==> src/design/soft_saturation_sigmoid_defines.svh <==
// assertion helpers shared by the checking code of the sigmoid block
`ifndef SOFT_SATURATION_SIGMOID_DEFINES_SVH
`define SOFT_SATURATION_SIGMOID_DEFINES_SVH

// same-cycle implication, consequent may carry its own delay
`define SSIG_ASSERT_IMP(label, ante, cons, msg) \
  label: assert property (@(posedge clk) disable iff (rst) (ante) |-> cons) \
    else $error(msg);

// next-cycle implication
`define SSIG_ASSERT_NXT(label, ante, cons, msg) \
  label: assert property (@(posedge clk) disable iff (rst) (ante) |=> cons) \
    else $error(msg);

`endif

==> src/design/ssig_pkg.sv <==
package ssig_pkg;

  localparam int TABLE_ENTRIES_DEF = 256;
  localparam int SAMPLE_WIDTH_DEF  = 24;

  localparam int SAT_W  = 23;
  localparam int INV_W  = 24;
  localparam int CFG_W  = 24;
  localparam int TAB_W  = 25;
  localparam int FRAC_W = 16;
  localparam int T_FRAC = 24;

  // u carries 32 fraction bits, so 8.0 sits at bit 35
  localparam int POS_SHIFT = 35;
  localparam int FRAC_LSB  = POS_SHIFT - FRAC_W;

  localparam logic [TAB_W-1:0] T_ONE   = {1'b1, {T_FRAC{1'b0}}};
  localparam logic [SAT_W-1:0] SAT_RST = 23'd24576;
  localparam logic [INV_W-1:0] INV_RST = 24'd174763;

  typedef enum logic [0:0] {
    REG_SATURATION     = 1'b0,
    REG_INV_SATURATION = 1'b1
  } reg_idx_t;

  typedef struct packed {
    logic valid;
    logic neg;
    logic one;
  } ctl_t;

  // shift-subtract division, used only while building constant tables
  function automatic logic [63:0] udiv64(logic [63:0] num, logic [63:0] den);
    logic [64:0] rem;
    logic [63:0] quo;
    rem = '0;
    quo = '0;
    for (int i = 63; i >= 0; i--) begin
      rem = {rem[63:0], num[i]};
      if (rem >= {1'b0, den}) begin
        rem    = rem - {1'b0, den};
        quo[i] = 1'b1;
      end
    end
    return quo;
  endfunction

endpackage

==> src/design/ssig_front.sv <==
module ssig_front import ssig_pkg::*; #(
  parameter int SAMPLE_WIDTH  = SAMPLE_WIDTH_DEF,
  parameter int TABLE_ENTRIES = TABLE_ENTRIES_DEF,
  localparam int IXW = $clog2(TABLE_ENTRIES + 1)
) (
  input  logic                    clk,
  input  logic                    rst,
  input  logic                    in_valid,
  input  logic [SAMPLE_WIDTH-1:0] x,
  input  logic [INV_W-1:0]        inv_saturation,
  output ctl_t                    ctl,
  output logic [IXW-1:0]          idx,
  output logic [FRAC_W-1:0]       frac
);

  localparam int UW = SAMPLE_WIDTH + INV_W;
  localparam int PW = POS_SHIFT + IXW;

  ctl_t                    a_ctl;
  logic [SAMPLE_WIDTH-1:0] a_mag;
  ctl_t                    b_ctl;
  logic [UW-1:0]           b_u;
  logic [PW-1:0]           pos;
  logic                    b_one;

  // most negative input keeps its full magnitude as an unsigned value
  always_ff @(posedge clk) begin
    if (rst) begin
      a_ctl <= '0;
    end else begin
      a_ctl.valid <= in_valid;
      a_ctl.neg   <= x[SAMPLE_WIDTH-1];
      a_ctl.one   <= 1'b0;
    end
    a_mag <= x[SAMPLE_WIDTH-1] ? (~x + SAMPLE_WIDTH'(1)) : x;
  end

  always_ff @(posedge clk) begin
    if (rst) begin
      b_ctl <= '0;
    end else begin
      b_ctl <= a_ctl;
    end
    b_u <= UW'(a_mag) * UW'(inv_saturation);
  end

  assign b_one = |b_u[UW-1:POS_SHIFT];
  assign pos   = PW'(b_u[POS_SHIFT-1:0]) * PW'(TABLE_ENTRIES);

  always_ff @(posedge clk) begin
    if (rst) begin
      ctl <= '0;
    end else begin
      ctl.valid <= b_ctl.valid;
      ctl.neg   <= b_ctl.neg;
      ctl.one   <= b_one;
    end
    idx  <= pos[PW-1:POS_SHIFT];
    frac <= pos[POS_SHIFT-1:FRAC_LSB];
  end

endmodule

==> config.mk <==
export PLATFORM = sky130hd
export DESIGN_NAME = ssig_front
export DESIGN_NICKNAME = d
export VERILOG_FILES = /design/src/design/soft_saturation_sigmoid_defines.svh /design/src/design/ssig_pkg.sv /design/src/design/ssig_front.sv
export SDC_FILE = /design/constraint.sdc
export NUM_CORES = 1
export LEC_CHECK = 0
export BUFFER_PORTS_ARGS = -buffer_cell sky130_fd_sc_hd__buf_2
export CAP_MARGIN = 20
export CORE_MARGIN = 2
export CORE_UTILIZATION = 40
export CTS_BUF_LIST = sky130_fd_sc_hd__clkbuf_4 sky130_fd_sc_hd__clkbuf_8
export CTS_CLUSTER_DIAMETER = 50
export DETAILED_ROUTE_END_ITERATION = 16
export HOLD_SLACK_MARGIN = 0.12
export PLACE_DENSITY = 0.54
export SKIP_CTS_REPAIR_TIMING = 1
export SLEW_MARGIN = 10
export SYNTH_ARGS = -nofsm -noshare
export SYNTH_HDL_FRONTEND = slang
export SYNTH_SLANG_ARGS = --single-unit
==> constraint.sdc <==
create_clock -name clk -period 27.4 [get_ports clk]
set_clock_uncertainty 0.2 [all_clocks]
set_input_delay 6.85 -clock clk [delete_from_list [all_inputs] [get_ports clk]]
set_output_delay 6.85 -clock clk [all_outputs]
set_load 0.005 [all_outputs]
# Yosys cells after proc, flatten, opt, wreduce, memory -nomap -nowiden
# Cells that the tools add are included.
word_totals:
  regBits: 103
  word_cells: 17
  out_inout_bits: 28
  inputBits: 51
  rom_bits: 0
  mem_count: 0
  latchBits: 0
  mem_bits_rw: 0
classes:
  multipliers: 1
  n_bitwise: 1
  div_mod_pow: 0
  n_shift: 0
  magnitude_cmp: 0
  n_eq_ne: 0
  mux: 1
  n_reduce_logical: 1
  n_addsub: 1
op_table:
  columns: ["operator", "n"]
  rows:
  - ["$mul A24 B24 Y48", 1]
  - ["$add A24 B1 Y24 const B", 1]
  - ["$not A24 Y24", 1]
  - ["$mux W23", 1]
  - ["$reduce_or A13 Y1", 1]

# Logic depth before layout (Yosys ltp)
# Gate-level depths: netlist (run 1).
depth:
  ltp_word: 3
  mapped_depth: 25
  mapped_depth_nobuf: 24

# Worst setup path before layout (run 1)
# No wires, ideal clock.
synth_timing:
  path_kind: "input to register"
  startpoint: "in inv_saturation[3]"
  endpoint: "reg b_u[40]"
  arrival_time_ps: 13069
  path_slack_ps: 14059
  setup_time_ps: 72
  path_stages: 23
  required_ps: 27128
  n_path_buf: 1
  path_cell_list: "clkbuf_1 -> nand2_1 -> fa_1 -> inv_1 -> fa_1 -> inv_1 -> fa_1 -> fa_1 -> inv_1 -> fa_1 -> fa_1 -> inv_1 -> fa_1 -> inv_1 -> ha_1 -> nand2_2 -> or4_1 -> or3b_1 -> o211ai_2 -> a311oi_1 -> o21a_1 -> o31ai_2 -> xor2_1"
synth_between:
  elab_chain_len: 1
synth_rtl:
  columns: ["element", "line_no", "rtl"]
  rows:
  - ["start, declared", "ssig_front.sv:10", "input logic [INV_W-1:0] inv_saturation,"]
  - ["$mul A24 B24 Y48", "ssig_front.sv:44", "b_u <= UW'(a_mag) * UW'(inv_saturation);"]
  - ["end signal, assigned", "ssig_front.sv:44", null]
  - ["end, declared", "ssig_front.sv:22", "logic [UW-1:0] b_u;"]
# Every way passes these cells.
# A chain may end at the register's enable or synchronous reset.

# Worst setup path after layout (run 1)
layout_timing:
  startpoint: "in inv_saturation[3]"
  endpoint: "reg b_u[47]"
# Same word-level chain as after synthesis.

==> reports/qor.csv, run 1 <==
metric,value,unit
ys_warn_count,0,
nFillCells,5197,
maxSlewViolCount,0,
cts_tree,yes,
die_w,232,um
min_period,13790,ps
max_freq,72.5,MHz
vias,14800,
drc_errors,0,
ant_nets,0,
r2r-start,a_mag[20],
maxSlewHeadroom,51.4,%
synthCells,2279,
grt_usage,21.7,%
synth.net_count,2982,
synth_top_family_by_area,adder cells,
crit_type,in -> reg,
via_per_inst,4.97,
drt_iter0_markers,786,
wl_per_cell,18.5,um
finalHoldWorstSlack,136,ps
finalCritPeriodShare,50.3,%
synthAdderAreaFrac,56.4,%
synth-edff-count,0,
clk_pin_slew,110,ps
hpwl,42100,um
ys_types,48,
yosys.area_share.xor_xnor,2.35,%
htreeDepth,3,
synth_compound_area_share,3.92,%
cp-startpoint,inv_saturation[3],
maxCapViolCount,0,
ys_ff_latch,92,
detail_route.first_pass.iterations,5,
final_common_cell,inv_1,
cts_sinks,92,
dieArea,0.0540,mm^2
crit_end,b_u[47],
clockBufferDepth,2,
grt_first_pass_wirelength,89400,um
hold_viol,0,
initial_core_util,40.6,%
worst_pin_slew,728,ps
r2r_setup_slack,19800,ps
root_buffer,clkbuf_8,
syn2layout_area_growth,5.94,%
syn_area,0.0209,mm^2
io_pins,79,
reg2reg_depth,22,
grt_pass1_vias,16800,
fp.coreArea,0.0514,mm^2
place_congestion,0.787,
grt_max_degree,26,
num_rows,83,
antenna_found_initial,0,
cp_data_arrival_time,13970,ps
cp_max_fo,24,
r2r_end,b_u[47],
hold_class,reg -> reg,
crit_path_start_kind,input pin,
layout-drive-gt1-share,5.35,%
setup_viol,0,
die_h,232,um
globalRoute.totalOverflow,0,
final_cell_mix,"inv_1 (553), fa_1 (481), nand2_1 (315)",
setup_tns,0,ps
totalWireLength,55100,um
synthMuxAreaShare,0,%
yosys.area_share.simple,16.7,%
numPortBuffers,77,
syn_area_per_cell,9.16,um^2
cts_buffers,9,
nets,2995,
rsz0062_at_grt,false,
synth-seq-area-share,8.83,%
clk_latency,450,ps
synth_top_flop_cell,dfxtp_1,
num_antenna_cells,0,
critPathRequiredTime,27580,ps
status,"finished, final reports clean",
cp-end-kind,flop,
synthArstFlopShare,0,%
[cell type report]
| type | count | area, um^2 | area share (%) |
|---|---|---|---|
| multi-input cells | 1535 | 16600 | 75.0 |
| inverters | 553 | 2080 | 9.39 |
| flip-flops and latches | 92 | 1840 | 8.33 |
| well taps | 680 | 851 | 3.85 |
| repair buffers | 101 | 566 | 2.56 |
| clock buffers | 9 | 124 | 0.560 |
| clock inverters | 7 | 75.1 | 0.340 |
[worst max-delay path: stages]
cell      delay [ps]
buf_2            420
nand2_1          150
fa_1             550
inv_1             50
fa_1             520
inv_1             80
fa_1             500
fa_1             510
inv_1             50
fa_1             490
fa_1             490
inv_1             50
fa_1             500
inv_1             50
ha_1             370
a21oi_1          340
o211ai_1         130
o21ai_0          460
a31oi_1          320
o211ai_1         420
a21oi_1          170
or3_1            390
nand3_1           80
[how the worst min path moves through the flow]
stage	startpoint	endpoint	slack, ps	cells past startpoint
3_3_place_gp	b_u[13]	frac[2]	110	0
5_1_grt	b_u[19]	frac[8]	140	0
6_report	b_u[19]	frac[8]	140	0
2_1_floorplan	b_u[11]	frac[0]	110	0
3_5_place_dp	b_u[15]	frac[4]	110	0
4_1_cts	b_u[19]	frac[8]	130	0
[logic make-up (layout without fill, tap and decap cells)]
group,after synthesis,in the layout
adder cells (fa/ha/maj),652,652
buffers and inverters,652,670
XOR/XNOR,56,56
AO/OA/AOI/OAI,129,129
flip-flops,92,92
other,1,1
AND/OR/NAND/NOR,697,697
[cells in the mapped netlist (2+ instances only)]
cell,n,area (um^2)
o21bai_1,6,45.0
nor3_1,12,60.1
xnor2_1,49,429
o31ai_1,5,37.5
clkbuf_1,98,368
ha_1,171,2140
o21a_1,4,30.0
a21oi_1,44,220
and3_1,2,12.5
or4_1,6,45.0
nand3_1,9,45.0
dfxtp_1,92,1840
o21ai_0,29,145
nor4_1,5,31.3
a31oi_1,4,25.0
a41oi_1,2,17.5
nand4_1,6,37.5
nand2b_1,6,37.5
a211oi_1,5,37.5
nand2_1,315,1180
inv_1,553,2080
xor2_1,7,61.3
o41ai_1,4,35.0
and2_1,291,1820
nor2b_1,7,43.8
fa_1,481,9630
nor2_1,27,101
or3_1,6,37.5
a21o_1,9,67.6
o211ai_1,6,45.0
[layer usage]
metal  global-route usage, %  share of wire, %
met1                    25.3                38
met2                    40.4                54
met3                    2.70               3.9
met4                    8.35               3.7
met5                       0                 0
[registers in the layout, indices dropped and copies added (netlist names)]
signal,count
idx,8
ctl,3
b_u,37
b_ctl,2
a_ctl,2
frac,16
a_mag,24
[metrics by stage]
step,worst slack [ps],instances,util [%],cell area [um^2]
after floorplan,14060,2279,-,20900
after global placement,13220,2961,42.6,21900
after detailed placement,13210,2961,42.6,21900
after CTS,13690,2977,43.0,22100
after global routing,13210,2977,43.0,22100
final,13610,2977,43.0,22100
Power of run 1 is left out: the tool's default activity adds up to more than one toggle a clock period on the data nets, which glitch-free logic cannot reach.
==> run 2, diff against run 1 <==
Clock period 27.4 ns to 13 ns, I/O delays scaled along.
==> reports/qor.csv, run 2 (synthesis gave the netlist of run 1 again) <==
metric,value,unit
status,"finished, final reports clean",
syn2layout_area_growth,5.94,%
detail_route.first_pass.iterations,5,
die_w,232,um
setup_viol,0,
rsz0062_at_grt,false,
maxSlewViolCount,0,
grt_first_pass_wirelength,89100,um
min_period,10210,ps
final_cell_mix,"inv_1 (553), fa_1 (481), nand2_1 (315)",
clk_latency,440,ps
numPortBuffers,77,
maxCapViolCount,0,
io_pins,79,
cp_max_fo,24,
antenna_found_initial,0,
num_rows,83,
ant_nets,0,
wl_per_cell,18.5,um
fp.coreArea,0.0514,mm^2
hpwl,42100,um
reg_top3,"b_u x37, a_mag x24, frac x16",
htreeDepth,3,
dieArea,0.0540,mm^2
max_freq,98.0,MHz
crit_buf_inv,6,
max_stage_delay,550,ps
cp_data_arrival_time,10390,ps
num_antenna_cells,0,
maxSlewHeadroom,52.4,%
finalHoldWorstSlack,137,ps
crit_path_start_kind,input pin,
hold_class,reg -> reg,
critPathRequiredTime,13180,ps
place_congestion,0.787,
die_h,232,um
final_common_cell,inv_1,
totalWireLength,55100,um
root_buffer,clkbuf_8,
grt_max_degree,26,
top_register,b_u,
slowest_stage,fa_1,
clk_pin_slew,120,ps
cts_sinks,92,
r2r-start,a_mag[21],
setup_tns,0,ps
cts_tree,yes,
hold_viol,0,
crit_type,in -> reg,
cp-startpoint,inv_saturation[3],
drt_iter0_markers,709,
grt_usage,21.7,%
layout-drive-gt1-share,5.35,%
largest_reg_flops,37,
drc_errors,0,
hp-start,b_u[34],
globalRoute.totalOverflow,0,
clockBufferDepth,2,
vias,14900,
via_per_inst,5.00,
initial_core_util,40.6,%
path_delay_family,adder cells,
finalCritPeriodShare,78.5,%
worst_pin_slew,714,ps
cts_buffers,9,
crit_top_cell,fa_1,
crit_chain,buf_2 > nand2_1 > fa_1 > inv_1 > fa_1 > inv_1 > fa_1 > fa_1 > inv_1 > fa_1 > fa_1 > inv_1 > fa_1 > inv_1 > ha_1 > a21oi_1 > o211ai_1 > o21ai_0 > a31oi_1 > o211ai_1 > a21oi_1 > or3_1 > nand3_1,
nets,2995,
grt_pass1_vias,16700,
cp-end-kind,flop,
[run 2: routing by layer]
layer / global-route usage (%) / vias to the layer above / part of all wire (%)
li1: - / 6653 / -
met1: 25.2 / 7844 / 38
met2: 41.0 / 305 / 55
met3: 2.66 / 86 / 3.8
met4: 7.11 / 0 / 3.0
met5: 0 / - / 0
[run 2: final cells by class]
class / count / area [um^2]
clock buffer: 9 / 124
clock inverter: 7 / 75.1
fill: 5148 / 29300
inverter: 553 / 2080
multi-input combinational: 1535 / 16600
sequential: 92 / 1840
tap: 680 / 851
timing repair buffer: 101 / 566
[run 2: worst paths after layout]
path         endpoint  slack, ps  cells after the start
min reg2reg    idx[7]        140                      0
max           b_u[47]       2790                     23
min            idx[7]        140                      0
max reg2reg   b_u[47]       5400                     22
[run 2: metrics by stage]
stage	instance area (um^2)	util, %	worst slack (ps)	cells
final	22100	43.0	2790	2977
after global routing	22100	43.0	2450	2977
after CTS	22100	43.0	2860	2977
after detailed placement	21900	42.6	2390	2961
after global placement	21900	42.6	2420	2961
after floorplan	20900	-	3260	2279
Power of run 2 is left out for the same reason.
==> run 3, diff against run 2 <==
Settings changed: ABC_AREA set to 1, PLACE_DENSITY 0.54 to 0.56.
Clock period 13 ns to 9.06 ns, I/O delays scaled along.
==> reports/qor.csv, run 3 <==
metric,value,unit
ys_ff_latch,92,
cp_max_fo,24,
nets,3660,
crit_path_start_kind,input pin,
synth_area_leaders,"fa_1 (43%), inv_1 (16%), nand2_1 (13%)",
finalCritPeriodShare,94.4,%
detail_route.first_pass.iterations,7,
via_per_inst,4.75,
clk_latency,390,ps
synthCells,2909,
globalRoute.totalOverflow,0,
setup_viol,0,
hold_viol,0,
min_period,8550,ps
ant_nets,0,
num_rows,86,
syn_area,0.0224,mm^2
drt_iter0_markers,1198,
place_congestion,0.967,
vias,17600,
reg_top3,"b_u x37, a_mag x24, frac x16",
htreeDepth,3,
reg2reg_depth,25,
final_common_cell,inv_1,
cts_sinks,92,
antenna_found_initial,4,
die_w,240,um
maxSlewHeadroom,27.1,%
cts_tree,yes,
clk_pin_slew,100,ps
r2r_setup_slack,1720,ps
worst_pin_slew,1090,ps
status,"finished, final reports clean",
clockBufferDepth,2,
grt_pass1_vias,18800,
die_h,240,um
hold_class,reg -> reg,
cp-startpoint,inv_saturation[8],
yosysTopAreaCell,fa_1,
ys_warn_count,0,
largest_reg_flops,37,
syn2layout_area_growth,7.16,%
grt_first_pass_wirelength,103000,um
synth.net_count,3612,
synthArstFlopShare,0,%
hpwl,55100,um
grt_usage,23.4,%
numPortBuffers,77,
root_buffer,clkbuf_8,
synth-seq-area-share,8.24,%
max_freq,117,MHz
syn_area_per_cell,7.69,um^2
drc_errors,0,
dieArea,0.0578,mm^2
grt_max_degree,25,
multi_input_area,0.0166,mm^2
totalWireLength,63600,um
register_area,0.00184,mm^2
r2r_end,b_u[45],
layout-drive-gt1-share,5.50,%
crit_end,b_u[45],
nFillCells,5675,
critPathRequiredTime,9200,ps
r2r-start,a_mag[10],
fp.coreArea,0.0552,mm^2
crit_type,in -> reg,
final_cell_mix,"inv_1 (937), nand2_1 (755), fa_1 (481)",
synth_top_cells_by_count,"inv_1 (937), nand2_1 (755), fa_1 (481), ha_1 (171), nor2_1 (116)",
top_register,b_u,
rsz0062_at_grt,false,
synth-edff-count,0,
ys_types,32,
maxSlewViolCount,0,
initial_core_util,40.5,%
synth.top_cell.area_share,43.1,%
yosysMostFrequentCell,inv_1,
wl_per_cell,17.1,um
cp-end-kind,flop,
io_pins,79,
cts_buffers,9,
setup_tns,0,ps
cp_data_arrival_time,8690,ps
synth_top_flop_cell,dfxtp_1,
maxCapViolCount,0,
## run 3: cell types whose count changed after synthesis, sizes merged, moves of 10 or more
cell / delta
o21ai: +12
nand2: +443
nand3: +25
nor2: +90
inv: +384
xor2: +28
and2: -289
nand4: +10
a21oi: +19
xnor2: -38
## run 3: area by class of cell
cell class | count | area share (%)
inverters | 937 | 14.7
flip-flops and latches | 92 | 7.69
clock buffers | 12 | 0.637
clock inverters | 4 | 0.240
diodes | 1 | 0.0104
multi-input cells | 1781 | 69.4
well taps | 748 | 3.91
repair buffers | 136 | 3.46
## run 3: cells by family (layout without fill, tap and decap cells)
| group | Yosys count | count (layout) | share of synthesized area, % |
|---|---|---|---|
| AOI/OAI and AO/OA | 133 | 133 | 3.31 |
| xor gates and xnor gates | 46 | 46 | 1.80 |
| adders and majority gates | 652 | 652 | 52.6 |
| buffers and inverters | 1036 | 1089 | 17.4 |
| DFF | 92 | 92 | 8.24 |
| other | 1 | 2 | 0.0168 |
| and+or+nand+nor | 949 | 949 | 16.6 |
## run 3: worst min path at each step
| stage | from | to | slack, ps | cells past startpoint |
|---|---|---|---|---|
| after global placement | b_u[26] | frac[15] | 120 | 0 |
| final | b_u[26] | frac[15] | 130 | 0 |
| after CTS | b_u[18] | frac[7] | 130 | 0 |
| after global routing | b_u[18] | frac[7] | 140 | 0 |
| after floorplan | b_u[11] | frac[0] | 110 | 0 |
| after detailed placement | b_u[18] | frac[7] | 110 | 0 |
## run 3: routing by layer
| metal | up-vias | part of all wire [%] | global-route usage [%] |
|---|---|---|---|
| met5 | - | 0.017 | 0 |
| met4 | 2 | 1.7 | 4.42 |
| met3 | 52 | 5.2 | 2.57 |
| met2 | 458 | 48 | 39.4 |
| met1 | 8892 | 45 | 32.8 |
| li1 | 8206 | - | - |
## run 3: metrics by stage
step / area, um^2 / utilization, % / hold slack, ps / setup WS (ps) / instances
floorplan: 22400 / - / 110 / 1150 / 2909
global placement: 23800 / 43.0 / 116 / 88.5 / 3694
detailed placement: 23800 / 43.0 / 112 / 181 / 3694
CTS: 24000 / 43.4 / 133 / 572 / 3710
global route: 24000 / 43.4 / 137 / 228 / 3711
finish: 24000 / 43.4 / 132 / 505 / 3711
## run 3: worst max-delay path, stage by stage
cell and delay (ps):
buf_2 460, nand2_1 100, inv_1 100, fa_1 430, fa_1 540, inv_1 50
fa_1 470, inv_1 50, fa_1 500, inv_1 50, fa_1 530, inv_1 50
fa_1 470, inv_1 50, fa_1 540, inv_1 70, ha_1 360, nand2_1 100
o21ai_0 470, a21oi_1 230, o21ai_0 410, nand2_1 140, nand3_1 120, nand2_1 50
nand2_1 60
Power of run 3 is left out for the same reason.
